`src/hdl/kda_pkg.sv`:
```
package kda_pkg;

  localparam int BUTTONS        = 3;
  localparam int ARM_W          = 3;
  localparam int PIN_W          = 8;
  localparam int JOY_PIN_BASE   = 3;
  localparam int FIRST_JOY_CODE = 4;
  localparam int CODE_W         = 4;
  localparam int HOLD_W         = 16;

  typedef logic [CODE_W-1:0] key_code_t;
  typedef logic [HOLD_W-1:0] hold_time_t;

  localparam key_code_t  KEY_NONE   = key_code_t'(0);
  localparam hold_time_t HOLD_RESET = hold_time_t'(10);

  // One scan tick as it travels from the input stage to the key logic.
  typedef struct packed {
    logic [ARM_W-1:0] arm_flags;
    logic [PIN_W-1:0] pin_levels;
  } scan_word_t;

endpackage

```
`src/hdl/kda_if.sv`:
```
interface kda_in_if import kda_pkg::*; ();
  logic                         valid;
  logic                         ready;
  logic [ARM_W-1:0]             arm_flags;
  logic [PIN_W-1:0]             pin_levels;

  modport source (output valid, output arm_flags, output pin_levels, input ready);
  modport sink   (input valid, input arm_flags, input pin_levels, output ready);
endinterface

interface kda_out_if import kda_pkg::*; ();
  logic      valid;
  logic      ready;
  key_code_t key_code;

  modport source (output valid, output key_code, input ready);
  modport sink   (input valid, input key_code, output ready);
endinterface

```
`src/hdl/kda_in_stage.sv`:
```
module kda_in_stage import kda_pkg::*; (
  input  logic       clk_i,
  input  logic       rst_ni,
  kda_in_if.sink     in_i,
  input  logic       take_i,
  output logic       valid_o,
  output scan_word_t word_o
);

  logic       valid_q, valid_d;
  scan_word_t word_q;
  logic       accept;

  // Refill in the same cycle the held word moves on.
  assign in_i.ready = !valid_q || take_i;
  assign accept     = in_i.valid && in_i.ready;

  always_comb begin
    valid_d = valid_q;
    if (accept) begin
      valid_d = 1'b1;
    end else if (take_i) begin
      valid_d = 1'b0;
    end
  end

  always_ff @(posedge clk_i or negedge rst_ni) begin
    if (!rst_ni) begin
      valid_q <= 1'b0;
    end else begin
      valid_q <= valid_d;
    end
  end

  always_ff @(posedge clk_i) begin
    if (accept) begin
      word_q.arm_flags  <= in_i.arm_flags;
      word_q.pin_levels <= in_i.pin_levels;
    end
  end

  assign valid_o = valid_q;
  assign word_o  = word_q;

endmodule

```
`src/hdl/kda_key_logic.sv`:
```
module kda_key_logic import kda_pkg::*; #(
  parameter int JOY_LINES   = 5,
  parameter int COUNT_WIDTH = 16
) (
  input  logic       clk_i,
  input  logic       rst_ni,
  input  logic       advance_i,
  input  scan_word_t word_i,
  input  hold_time_t hold_time_i,
  output key_code_t  key_code_o
);

  localparam int CMP_W = (COUNT_WIDTH > HOLD_W) ? COUNT_WIDTH : HOLD_W;
  localparam logic [COUNT_WIDTH-1:0] CNT_MAX = {COUNT_WIDTH{1'b1}};
  localparam logic [COUNT_WIDTH-1:0] CNT_ONE = COUNT_WIDTH'(1);
  localparam logic [COUNT_WIDTH-1:0] CNT_TWO = COUNT_WIDTH'(2);

  logic [COUNT_WIDTH-1:0] btn_q [BUTTONS];
  logic [COUNT_WIDTH-1:0] btn_d [BUTTONS];
  logic [COUNT_WIDTH-1:0] btn_armed [BUTTONS];
  logic [BUTTONS-1:0]     btn_fire;
  key_code_t              btn_val [BUTTONS];

  logic [COUNT_WIDTH-1:0] joy_q [JOY_LINES];
  logic [COUNT_WIDTH-1:0] joy_d [JOY_LINES];
  logic [JOY_LINES-1:0]   joy_low;
  key_code_t              joy_val [JOY_LINES];
  logic                   any_joy;

  key_code_t last_code_q, last_code_d;

  // Lines past the last pin read as released.
  for (genvar g = 0; g < JOY_LINES; g++) begin : g_joy_pin
    if (JOY_PIN_BASE + g < PIN_W) begin : g_pin
      assign joy_low[g] = ~word_i.pin_levels[JOY_PIN_BASE + g];
    end else begin : g_no_pin
      assign joy_low[g] = 1'b0;
    end
  end

  assign any_joy = |joy_low;

  // Buttons: arm an idle counter, then count while low, clear on release.
  always_comb begin
    for (int i = 0; i < BUTTONS; i++) begin
      btn_armed[i] = (btn_q[i] == '0 && word_i.arm_flags[i]) ? CNT_ONE : btn_q[i];
      btn_fire[i]  = (btn_armed[i] != '0);
      if (btn_fire[i] && !word_i.pin_levels[i]) begin
        btn_d[i]   = (btn_armed[i] == CNT_MAX) ? CNT_MAX : btn_armed[i] + CNT_ONE;
        btn_val[i] = (btn_d[i] == CNT_TWO) ? CODE_W'(i + 1) : KEY_NONE;
      end else begin
        btn_d[i]   = '0;
        btn_val[i] = KEY_NONE;
      end
    end
  end

  // Joystick: report on the second tick, repeat once past the hold time.
  always_comb begin
    for (int i = 0; i < JOY_LINES; i++) begin
      if (joy_low[i]) begin
        joy_d[i] = (joy_q[i] == CNT_MAX) ? CNT_MAX : joy_q[i] + CNT_ONE;
      end else begin
        joy_d[i] = joy_q[i];
      end
      joy_val[i] = (joy_d[i] == CNT_TWO || CMP_W'(joy_d[i]) > CMP_W'(hold_time_i))
                   ? CODE_W'(FIRST_JOY_CODE + i) : KEY_NONE;
    end
  end

  // Later rules override earlier ones; hold the code when none fires.
  always_comb begin
    last_code_d = last_code_q;
    for (int i = 0; i < BUTTONS; i++) begin
      if (btn_fire[i]) begin
        last_code_d = btn_val[i];
      end
    end
    for (int i = 0; i < JOY_LINES; i++) begin
      if (joy_low[i]) begin
        last_code_d = joy_val[i];
      end
    end
  end

  always_ff @(posedge clk_i or negedge rst_ni) begin
    if (!rst_ni) begin
      for (int i = 0; i < BUTTONS; i++) begin
        btn_q[i] <= '0;
      end
      for (int i = 0; i < JOY_LINES; i++) begin
        joy_q[i] <= '0;
      end
      last_code_q <= KEY_NONE;
    end else if (advance_i) begin
      for (int i = 0; i < BUTTONS; i++) begin
        btn_q[i] <= btn_d[i];
      end
      for (int i = 0; i < JOY_LINES; i++) begin
        joy_q[i] <= any_joy ? joy_d[i] : '0;
      end
      last_code_q <= last_code_d;
    end
  end

  assign key_code_o = last_code_q;

`ifndef SYNTHESIS
  for (genvar g = 0; g < BUTTONS; g++) begin : g_btn_chk
    a_btn_never_one: assert property (@(posedge clk_i) disable iff (!rst_ni)
      btn_q[g] != CNT_ONE)
      else $error("button counter left armed but not counted");
  end

  a_joy_cleared: assert property (@(posedge clk_i) disable iff (!rst_ni)
    advance_i && !any_joy |=> joy_q[0] == '0)
    else $error("joystick counters not cleared on idle tick");

  a_code_holds: assert property (@(posedge clk_i) disable iff (!rst_ni)
    !advance_i |=> $stable(last_code_q))
    else $error("key code changed without a tick");
`endif

endmodule

```
`src/hdl/key_debounce_autorepeat_top.sv`:
```
// Key debounce with joystick auto-repeat.
//
// in_i carries one scan tick per word: arm_flags (press edges seen per button)
// and pin_levels (active-low buttons on bits 0-2, joystick select, down, left,
// right, up on bits 3-7). out_o returns exactly one word per tick: key_code,
// 0 for none, 1-3 for the buttons, 4-8 for the joystick lines, or the last
// code when no rule fires.
//
// Pipeline: the word waits in the input register; as it advances, the counter
// update loads the code register and sets out_o.valid, and the word cannot
// advance while the code register holds a result that is not yet taken.
// Throughput, without stalls, is one word per cycle; all counters update in
// parallel in the key logic, and the input register refills in the cycle its
// word moves on. When out_o stalls, the code register holds, the input register
// takes one more word and then in_i.ready drops until the result is taken.
//
// Reset clears all counters and the code to none and sets hold_time to 10.
// Write hold_time through cfg_we_i/cfg_wdata_i only while the block is idle.
module key_debounce_autorepeat_top import kda_pkg::*; #(
  parameter int JOY_LINES   = 5,
  parameter int COUNT_WIDTH = 16
) (
  input  logic       clk_i,
  input  logic       rst_ni,
  input  logic       cfg_we_i,
  input  hold_time_t cfg_wdata_i,
  kda_in_if.sink     in_i,
  kda_out_if.source  out_o
);

  hold_time_t hold_q;
  logic       s1_valid;
  scan_word_t s1_word;
  logic       out_valid_q, out_valid_d;
  logic       out_free;
  logic       advance;

  // Hold register; load it on the write strobe.
  always_ff @(posedge clk_i or negedge rst_ni) begin
    if (!rst_ni) begin
      hold_q <= HOLD_RESET;
    end else if (cfg_we_i) begin
      hold_q <= cfg_wdata_i;
    end
  end

  // Advance a tick when the code register is empty or being drained.
  assign out_free = !out_valid_q || out_o.ready;
  assign advance  = s1_valid && out_free;

  kda_in_stage u_in_stage (
    .clk_i   (clk_i),
    .rst_ni  (rst_ni),
    .in_i    (in_i),
    .take_i  (advance),
    .valid_o (s1_valid),
    .word_o  (s1_word)
  );

  kda_key_logic #(
    .JOY_LINES   (JOY_LINES),
    .COUNT_WIDTH (COUNT_WIDTH)
  ) u_key_logic (
    .clk_i       (clk_i),
    .rst_ni      (rst_ni),
    .advance_i   (advance),
    .word_i      (s1_word),
    .hold_time_i (hold_q),
    .key_code_o  (out_o.key_code)
  );

  always_comb begin
    out_valid_d = out_valid_q;
    if (advance) begin
      out_valid_d = 1'b1;
    end else if (out_o.ready) begin
      out_valid_d = 1'b0;
    end
  end

  always_ff @(posedge clk_i or negedge rst_ni) begin
    if (!rst_ni) begin
      out_valid_q <= 1'b0;
    end else begin
      out_valid_q <= out_valid_d;
    end
  end

  assign out_o.valid = out_valid_q;

`ifndef SYNTHESIS
  a_ready_when_empty: assert property (@(posedge clk_i) disable iff (!rst_ni)
    !out_valid_q |-> in_i.ready)
    else $error("input stalled with empty output");

  a_accept_fills: assert property (@(posedge clk_i) disable iff (!rst_ni)
    in_i.valid && in_i.ready |=> s1_valid)
    else $error("accepted word lost in input stage");

  a_out_from_tick: assert property (@(posedge clk_i) disable iff (!rst_ni)
    $rose(out_valid_q) |-> $past(s1_valid))
    else $error("result shown without a pending tick");
`endif

endmodule

```
`src/flat_wrapper.sv`:
```
// flat-port wrapper written by rule: the top's interface ports become plain ports
module key_debounce_autorepeat_top_flat import kda_pkg::*;
#(
  parameter int JOY_LINES   = 5,
  parameter int COUNT_WIDTH = 16
)
  (clk_i, rst_ni, cfg_we_i, cfg_wdata_i, in_i_valid, in_i_arm_flags, in_i_pin_levels, in_i_ready, out_o_valid, out_o_key_code, out_o_ready);
  kda_in_if in_i_i ();
  kda_out_if out_o_i ();
  input  logic clk_i;
  input  logic rst_ni;
  input  logic cfg_we_i;
  input  hold_time_t cfg_wdata_i;
  input wire logic [$bits(in_i_i.valid)-1:0] in_i_valid;
  input wire logic [$bits(in_i_i.arm_flags)-1:0] in_i_arm_flags;
  input wire logic [$bits(in_i_i.pin_levels)-1:0] in_i_pin_levels;
  output wire logic [$bits(in_i_i.ready)-1:0] in_i_ready;
  output wire logic [$bits(out_o_i.valid)-1:0] out_o_valid;
  output wire logic [$bits(out_o_i.key_code)-1:0] out_o_key_code;
  input wire logic [$bits(out_o_i.ready)-1:0] out_o_ready;
  assign in_i_i.valid = in_i_valid;
  assign in_i_i.arm_flags = in_i_arm_flags;
  assign in_i_i.pin_levels = in_i_pin_levels;
  assign in_i_ready = in_i_i.ready;
  assign out_o_valid = out_o_i.valid;
  assign out_o_key_code = out_o_i.key_code;
  assign out_o_i.ready = out_o_ready;
  key_debounce_autorepeat_top #(.JOY_LINES(JOY_LINES), .COUNT_WIDTH(COUNT_WIDTH)) u_core (.clk_i(clk_i), .rst_ni(rst_ni), .cfg_we_i(cfg_we_i), .cfg_wdata_i(cfg_wdata_i), .in_i(in_i_i), .out_o(out_o_i));
endmodule
```
`config.mk`:
```
export PLATFORM = sky130hd
export DESIGN_NAME = key_debounce_autorepeat_top_flat
export DESIGN_NICKNAME = d
export VERILOG_FILES = /design/src/hdl/kda_pkg.sv /design/src/hdl/kda_if.sv /design/src/hdl/kda_in_stage.sv /design/src/hdl/kda_key_logic.sv /design/src/hdl/key_debounce_autorepeat_top.sv /design/src/flat_wrapper.sv
export SDC_FILE = /design/constraint.sdc
export NUM_CORES = 1
export LEC_CHECK = 0
export BUFFER_PORTS_ARGS = -buffer_cell sky130_fd_sc_hd__buf_2
export CORE_MARGIN = 5
export CORE_UTILIZATION = 37
export CTS_CLUSTER_SIZE = 28
export DETAILED_ROUTE_END_ITERATION = 10
export SETUP_SLACK_MARGIN = 0.5
export SLEW_MARGIN = 20
export SYNTH_ARGS = -nofsm -noshare
export SYNTH_HDL_FRONTEND = slang
export SYNTH_SLANG_ARGS = --single-unit
```
`constraint.sdc`:
```
create_clock -name clk_i -period 5.5 [get_ports clk_i]
set_clock_uncertainty 0.15 [all_clocks]
set_input_delay 0.55 -clock clk_i [delete_from_list [all_inputs] [get_ports clk_i]]
set_output_delay 0.55 -clock clk_i [all_outputs]
set_load 0.03 [all_outputs]
```
# Word-level counts from Yosys, hierarchy flattened

Index checks and enable logic that the tools add are counted.

Register bits: 161
Latch bits: 0
Memory bits (writable): 0
Memory bits (read-only): 0
Bits of input ports: 32
Output and inout bits: 6
Logic and storage cells: 126
Memories: 0

Add/subtract/negate cells: 8
Multiply operators: 0
Div/mod/pow operators: 0
Magnitude comparators: 5
Equal/unequal tests: 17
Shift-type cells: 0
Mux-type cells: 47
Bitwise operators: 5
Reduce and logical (&&, ||, !) cells: 30

Operators with widths:

| kind                    | number |
|---|---|
| $mux W16                | 24 |
| $add A16 B1 Y16 const B | 8 |
| $eq A16 B16 Y1 const B  | 8 |
| $eq A16 B2 Y1 const B   | 8 |
| $gt A16 B16 Y1          | 5 |
| $logic_not A16 Y1       | 3 |
| $reduce_bool A16 Y1     | 3 |
| $mux W4                 | 9 |
| $mux W3                 | 4 |
| $logic_and A1 B1 Y1     | 8 |
| $mux W2                 | 4 |
| $ne A8 B8 Y1 const B    | 1 |
| $logic_or A1 B1 Y1      | 7 |
| $mux W1                 | 6 |
| $logic_not A1 Y1        | 5 |
| $not A1 Y1              | 5 |
| $reduce_or A5 Y1        | 1 |
| $reduce_bool A2 Y1      | 2 |
| $reduce_and A2 Y1       | 1 |

# Logic depth before layout (Yosys ltp)

Depth in word-level cells: 16
Mapped depth: 17
Depth with buffers taken out: 15

# Modules after synthesis

From an unflattened synthesis, not the netlist that was laid out.

Cells, all modules: 1411
Area, all modules: 12066.6 µm²

By module, submodules not included:

| module                      | times used | cells an instance | area an instance (µm²) | seq. area each (µm²) |
|---|---|---|---|---|
| kda_key_logic               | 1          | 1358              | 10986.8                | 3303.2 |
| key_debounce_autorepeat_top | 1          | 38                | 695.7                  | 427.9 |
| kda_in_stage                | 1          | 15                | 384.1                  | 355.3 |

# Worst setup path after synthesis

Ideal clock, no wire load.

Path type: register -> register
Start: reg u_core.u_key_logic.btn_q[9] (netlist name)
End: reg u_core.u_key_logic.last_code_q[0] (netlist: u_core.u_key_logic.key_code_o[0])
Library setup time: 86 ps
Data arrival time: 3236 ps
Required time: 5264 ps
Setup slack: 2029 ps
Cell stages (with the launch flop): 15
Buffers on the path: 1
Period minus slack after synthesis: 3471 ps
Path through: dfrtp_1 buf_6 or4_4 nor4_2 a31oi_1 inv_1 ha_1 nand3_1 nor3_1 nand3_1 a2111oi_0 nand4_1 nand3_1 nand2_1 o221ai_2

Word-level cells in the longest chain between the ends: 14
Elaborated cells between the ends (all ways): 19
Classes of those cells: 1 x add/sub; 3 x eq/ne; 10 x mux; 5 x reduce/logical

Ends and longest elaborated chain:

| item                                                     | RTL line             | RTL |
|---|---|---|
| from (decl)                                              | kda_key_logic.sv:18  | `logic [COUNT_WIDTH-1:0] btn_q [BUTTONS];` |
| from (signal, indexed assignment)                        | kda_key_logic.sv:97  | `btn_q[i] <= btn_d[i];` |
| $logic_not A16 Y1                                        | kda_key_logic.sv:46  | `btn_armed[i] = (btn_q[i] == '0 && word_i.arm_flags[i]) ? CNT_ONE : btn_q[i];` |
| $logic_and A1 B1 Y1                                      | kda_key_logic.sv:46  |  |
| $mux W16 *                                               | kda_key_logic.sv:46  |  |
| $add A16 B1 Y16 / $eq A16 B16 Y1 (equally long branches) | kda_key_logic.sv:49  | `btn_d[i] = (btn_armed[i] == CNT_MAX) ? CNT_MAX : btn_armed[i] + CNT_ONE;` |
| $mux W16                                                 | kda_key_logic.sv:49  |  |
| $eq A16 B2 Y1                                            | kda_key_logic.sv:50  | `btn_val[i] = (btn_d[i] == CNT_TWO) ? CODE_W'(i + 1) : KEY_NONE;` |
| $mux W2                                                  | kda_key_logic.sv:50  |  |
| $mux W2                                                  | kda_key_logic.sv:48  | `if (btn_fire[i] && !word_i.pin_levels[i]) begin` |
| $mux W4                                                  | kda_key_logic.sv:75  | `if (btn_fire[i]) begin` |
| $mux W4 (5 in a row)                                     | kda_key_logic.sv:80  | `if (joy_low[i]) begin` |
| to (signal assigned)                                     | kda_key_logic.sv:102 | `last_code_q <= last_code_d;` |
| to (decl)                                                | kda_key_logic.sv:30  | `key_code_t last_code_q, last_code_d;` |

Mark *: on every way between the ends. The rest lies on a longest branch, timed or not.
A chain may end at the register's enable or synchronous reset.

# Worst setup path in the final report

Ends and elaborated chain as after synthesis.

==> Flow_metrics.wiki <==
{| class="wikitable"
! Metric !! Value
|-
| Result of the run || finished clean
|-
| Final ANT Viol Nets || 0
|-
| Share of the synthesized area in compound gates (AO/OA/AOI/OAI) || 22.4%
|-
| Synth cell types || 85
|-
| Violation count after the first detailed-route iteration || 940
|-
| Int Power || 2.38 mW
|-
| Origin of the critical flop-to-flop path || u_core.u_key_logic.btn_q[9]$_DFFE_PN0P_
|-
| Clk slew on worst S/H paths || 0.07 ns
|-
| I/O Buffers || 37
|-
| Starting utilization of the core area || 37.5%
|-
| Number of violations of the max-capacitance limit || 0
|-
| Class of the most critical hold timing path || primary input to flop
|-
| Post-synthesis instance area || 0.0122 mm2
|-
| Number of cells in the finished layout apart from fillers || 1,865
|-
| Tot GR Track Use || 18.6%
|-
| Static leakage power || 5.91 nW
|-
| Multi-input gate area in the final layout || 0.00752 mm2
|-
| Number of rows created at floorplan || 66
|-
| CTS buffer count || 17
|-
| Parity-gate share of the synthesized area counting xor and xnor cells || 4.03%
|-
| Placeable core region || 0.0325 mm2
|-
| Total inserted antenna cells || 0
|-
| Via count of the first global-routing pass || 10,200
|-
| Slew of the pin with the lowest slew margin || 1.03 ns
|-
| Setup repair after global routing missed its margin || false
|-
| Net Sw Frac || 36.4%
|-
| Max Freq || 243 MHz
|-
| TritonCTS clock tree || built
|-
| Post-route DRC || 0
|-
| Routed wire length || 33,700 um
|-
| Data arrival time of the worst path || 4.28 ns
|-
| Total count of hold-check failures in the final report || 0
|-
| Avg Inst Size Synth || 8.44 um2
|-
| Clock latency of the later-clocked register in the worst-skew pair || 0.44 ns
|-
| Net switching power || 1.36 mW
|-
| Routability congestion estimate from global placement || 0.901
|-
| Logic gate share of total power || 29.1%
|-
| Maximum ir drop on the vdd rail || 0.219 mV
|-
| Crit Path Class || flop to flop
|-
| Die Y || 191 um
|-
| Proportion of register bits with asynchronous set or reset after synthesis || 93.2%
|-
| Total negative setup slack || 0 ns
|-
| Slew Limit Fails || 0
|-
| Clock sinks || 161
|-
| Main combinational cell family by area after synthesis || simple AND/OR/NAND/NOR gates
|-
| Number of buffers inserted to repair setup after CTS || 0
|-
| Overall overflow remaining after global route || 0
|-
| Level count of the clock H-tree || 4
|-
| Fin area || 0.0131 mm2
|-
| Crit path capture type || flop
|-
| Share of the clock period used by the worst path || 74.7%
|-
| Sequential share of power || 40.3%
|-
| Cells after Synth || 1,443
|-
| Sequential-to-total area share from yosys stat || 33.5%
|-
| Adder-cell area share of the yosys netlist || 9.14%
|-
| Dominant register cell in the synthesized netlist || sky130_fd_sc_hd__dfrtp_1
|-
| Quantity of gates resized following cts || 0
|-
| Placed wire-length estimate || 23,400 um
|-
| Worst hold path startpoint || in_i_pin_levels[1]
|-
| Post-synth EDFFs || 11
|-
| Filler cells || 3,323
|-
| Max clock buf depth || 2
|-
| Leading cell types by total area after synthesis || sky130_fd_sc_hd__dfrtp_1 30%, sky130_fd_sc_hd__ha_1 9.1%, sky130_fd_sc_hd__nand2_1 4.9%
|-
| Flip-flop and latch count after synthesis || 161
|-
| Share of total power in the clock network || 30.7%
|-
| Setup violation total in the final timing report || 0
|-
| Library cell occupying the most area in the post-synthesis netlist || sky130_fd_sc_hd__dfrtp_1
|-
| Maximum number of pins on one net before global-route repair || 77
|-
| Die outline area || 0.0367 mm2
|-
| Mux contribution to synthesized area || 1.21%
|-
| Overall via count from detail_route || 10,900
|-
| Area used by sequential logic in the layout || 0.00409 mm2
|-
| Area of placed instances || 0.0126 mm2
|-
| Placed cell count || 1,832
|-
| Synth Area in Simple Gates || 24.8%
|-
| Avg Vias per Cell || 5.86
|-
| First-pass GRT wire length || 54,800 um
|-
| Max FO, Critical Path || 11
|-
| Worst slew margin || 30.9%
|-
| Root Buffer Master || sky130_fd_sc_hd__clkbuf_16
|-
| Power per cell area || 285 mW/mm2
|-
| Worst setup path startpoint || u_core.u_key_logic.btn_q[9]$_DFFE_PN0P_
|-
| Horizontal die dimension || 191 um
|-
| Final Critical Period || 4.11 ns
|-
| Ratio of cells with drive above 1 in the final layout || 7.66%
|-
| Count of yosys warnings during synthesis || 0
|-
| Proportion of netlist area held by the largest area contributor || 30.4%
|-
| Post-CTS Hold Buffers || 1
|-
| Wire per inst || 18.1 um
|-
| Number of I/O pins || 38
|-
| Startpoint kind of the worst setup timing path || flop
|-
| Number of nets in the final layout || 1,531
|-
| Number of detailed-route iterations in the first pass || 5
|-
| Required @ worst endpoint || 5.67 ns
|-
| Post-Syn Nets || 1,564
|-
| Antenna violations before repair || 0
|-
| Area added between synthesis and finish || 7.82%
|}
area by class of cell:
class,count,area share [%]
Clock buffer,21,3.43
Sequential cell,161,31.1
Timing Repair Buffer,45,1.93
Multi-Input combinational cell,1137,57.3
Clock inverter,11,0.705
Inverter,48,1.37
Tap cell,442,4.21
worst max-delay path, cell delays in order, from the launching register on:
cell and delay [ns]:
sky130_fd_sc_hd__dfrtp_1 0.46, sky130_fd_sc_hd__or4_4 0.57, sky130_fd_sc_hd__nor4_2 0.34, sky130_fd_sc_hd__a31oi_1 0.20, sky130_fd_sc_hd__inv_1 0.09, sky130_fd_sc_hd__ha_1 0.24
sky130_fd_sc_hd__nand3_1 0.29, sky130_fd_sc_hd__or4_1 0.81, sky130_fd_sc_hd__a31oi_1 0.29, sky130_fd_sc_hd__a21oi_1 0.08, sky130_fd_sc_hd__nand4_1 0.13, sky130_fd_sc_hd__nand3_1 0.09
sky130_fd_sc_hd__nand2_1 0.14, sky130_fd_sc_hd__o221ai_2 0.10
kinds of logic after synthesis:
logic type / after synthesis
flip-flops: 161
multiplexers: 14
adder cells (fa/ha/maj): 89
XOR/XNOR: 56
AO/OA/AOI/OAI: 412
buffers and inverters: 145
AND/OR/NAND/NOR: 566
power by group through the flow:
stage	Combinational, mW	Clock [mW]	Sequential (mW)
finish	1.09	1.15	1.51
global route	1.23	1.23	1.53
CTS	1.09	1.18	1.50
detailed placement	1.08	0	1.52
global placement	1.06	0	1.52
floorplan	0.875	0	1.42
cell usage in the layout, fill, tap and decap left out, drive strengths merged, types with 12 or more instances in the layout:
cell and instances:
nor2 87, dfrtp 148, and2 12, and4 22
buf 44, or3 12, nand3 74, clkbuf 21
a31oi 28, nor3 36, nand2 159, nor2b 13
o22a 16, ha 89, o211ai 13, a22o 61
a21oi 102, and3 25, nand2b 16, nand4 53
o21ai 109, xnor2 30, xor2 26, inv 48
nor4 21, a21o 15
sequential cells by signal, indices dropped and copies added, names as in the netlist:
name / count
u_core.u_key_logic.joy_q: 80
u_core.u_key_logic.btn_q: 48
u_core.hold_q: 16
u_core.u_in_stage.word_o: 11
u_core.u_key_logic.key_code_o: 4
u_core.out_o.valid: 1
u_core.u_in_stage.valid_o: 1
synth_stat cells (5+ instances only):
master / instances
sky130_fd_sc_hd__nand2_1: 159
sky130_fd_sc_hd__dfrtp_1: 148
sky130_fd_sc_hd__a21oi_1: 100
sky130_fd_sc_hd__o21ai_0: 100
sky130_fd_sc_hd__ha_1: 89
sky130_fd_sc_hd__nor2_1: 87
sky130_fd_sc_hd__nand3_1: 73
sky130_fd_sc_hd__clkbuf_1: 64
sky130_fd_sc_hd__a22o_1: 61
sky130_fd_sc_hd__nand4_1: 50
sky130_fd_sc_hd__inv_1: 48
sky130_fd_sc_hd__nor3_1: 32
sky130_fd_sc_hd__xnor2_1: 30
sky130_fd_sc_hd__a31oi_1: 28
sky130_fd_sc_hd__xor2_1: 26
sky130_fd_sc_hd__and3_1: 25
sky130_fd_sc_hd__buf_2: 22
sky130_fd_sc_hd__and4_1: 21
sky130_fd_sc_hd__nor4_1: 19
sky130_fd_sc_hd__nand2b_1: 16
sky130_fd_sc_hd__o22a_1: 16
sky130_fd_sc_hd__a21o_1: 15
sky130_fd_sc_hd__nor2b_1: 13
sky130_fd_sc_hd__o211ai_1: 13
sky130_fd_sc_hd__and2_1: 12
sky130_fd_sc_hd__or3_1: 12
sky130_fd_sc_hd__a41oi_1: 11
sky130_fd_sc_hd__edfxtp_1: 11
sky130_fd_sc_hd__o21ai_1: 9
sky130_fd_sc_hd__mux2i_1: 8
sky130_fd_sc_hd__a211oi_1: 6
sky130_fd_sc_hd__mux2_2: 6
sky130_fd_sc_hd__nand4b_1: 6
sky130_fd_sc_hd__o31ai_1: 6
sky130_fd_sc_hd__and4b_1: 5
sky130_fd_sc_hd__nand3b_1: 5
sky130_fd_sc_hd__or4_1: 5
through the flow:
step	utilization, %	setup slack, ns	total power [mW]	hold WS [ns]
6_report	40.4	1.39	3.74	0.126
5_1_grt	40.4	1.08	3.99	0.0956
4_1_cts	40.4	1.43	3.77	0.103
3_5_place_dp	38.7	1.45	2.61	0.354
3_3_place_gp	38.7	1.55	2.58	0.350
2_1_floorplan	-	2.03	2.30	0.104
per-layer routing:
metal	part of all wire [%]	vias up	global-route usage (%)
li1	-	5336	-
met1	48	5314	26.2
met2	46	248	29.8
met3	4.0	31	3.14
met4	1.7	0	4.78
met5	0	-	0
worst paths after layout:
check                                                                    end  depth (start not counted)  slack [ns]
worst min register to register  u_core.u_key_logic.key_code_o[3]$_DFFE_PN0P_                          2        0.36
worst max-delay path            u_core.u_key_logic.key_code_o[0]$_DFFE_PN0P_                         13        1.39
worst min-delay path                   u_core.u_in_stage.word_o[1]$_DFFE_PP_                          1        0.13
worst max register to register  u_core.u_key_logic.key_code_o[0]$_DFFE_PN0P_                         13        1.39
max in group asynchronous           u_core.u_key_logic.joy_q[39]$_DFFE_PN0P_                          3        3.60
min in group asynchronous           u_core.u_key_logic.joy_q[24]$_DFFE_PN0P_                          2        0.49
No activity file was read; power rests on OpenSTA's default activity.
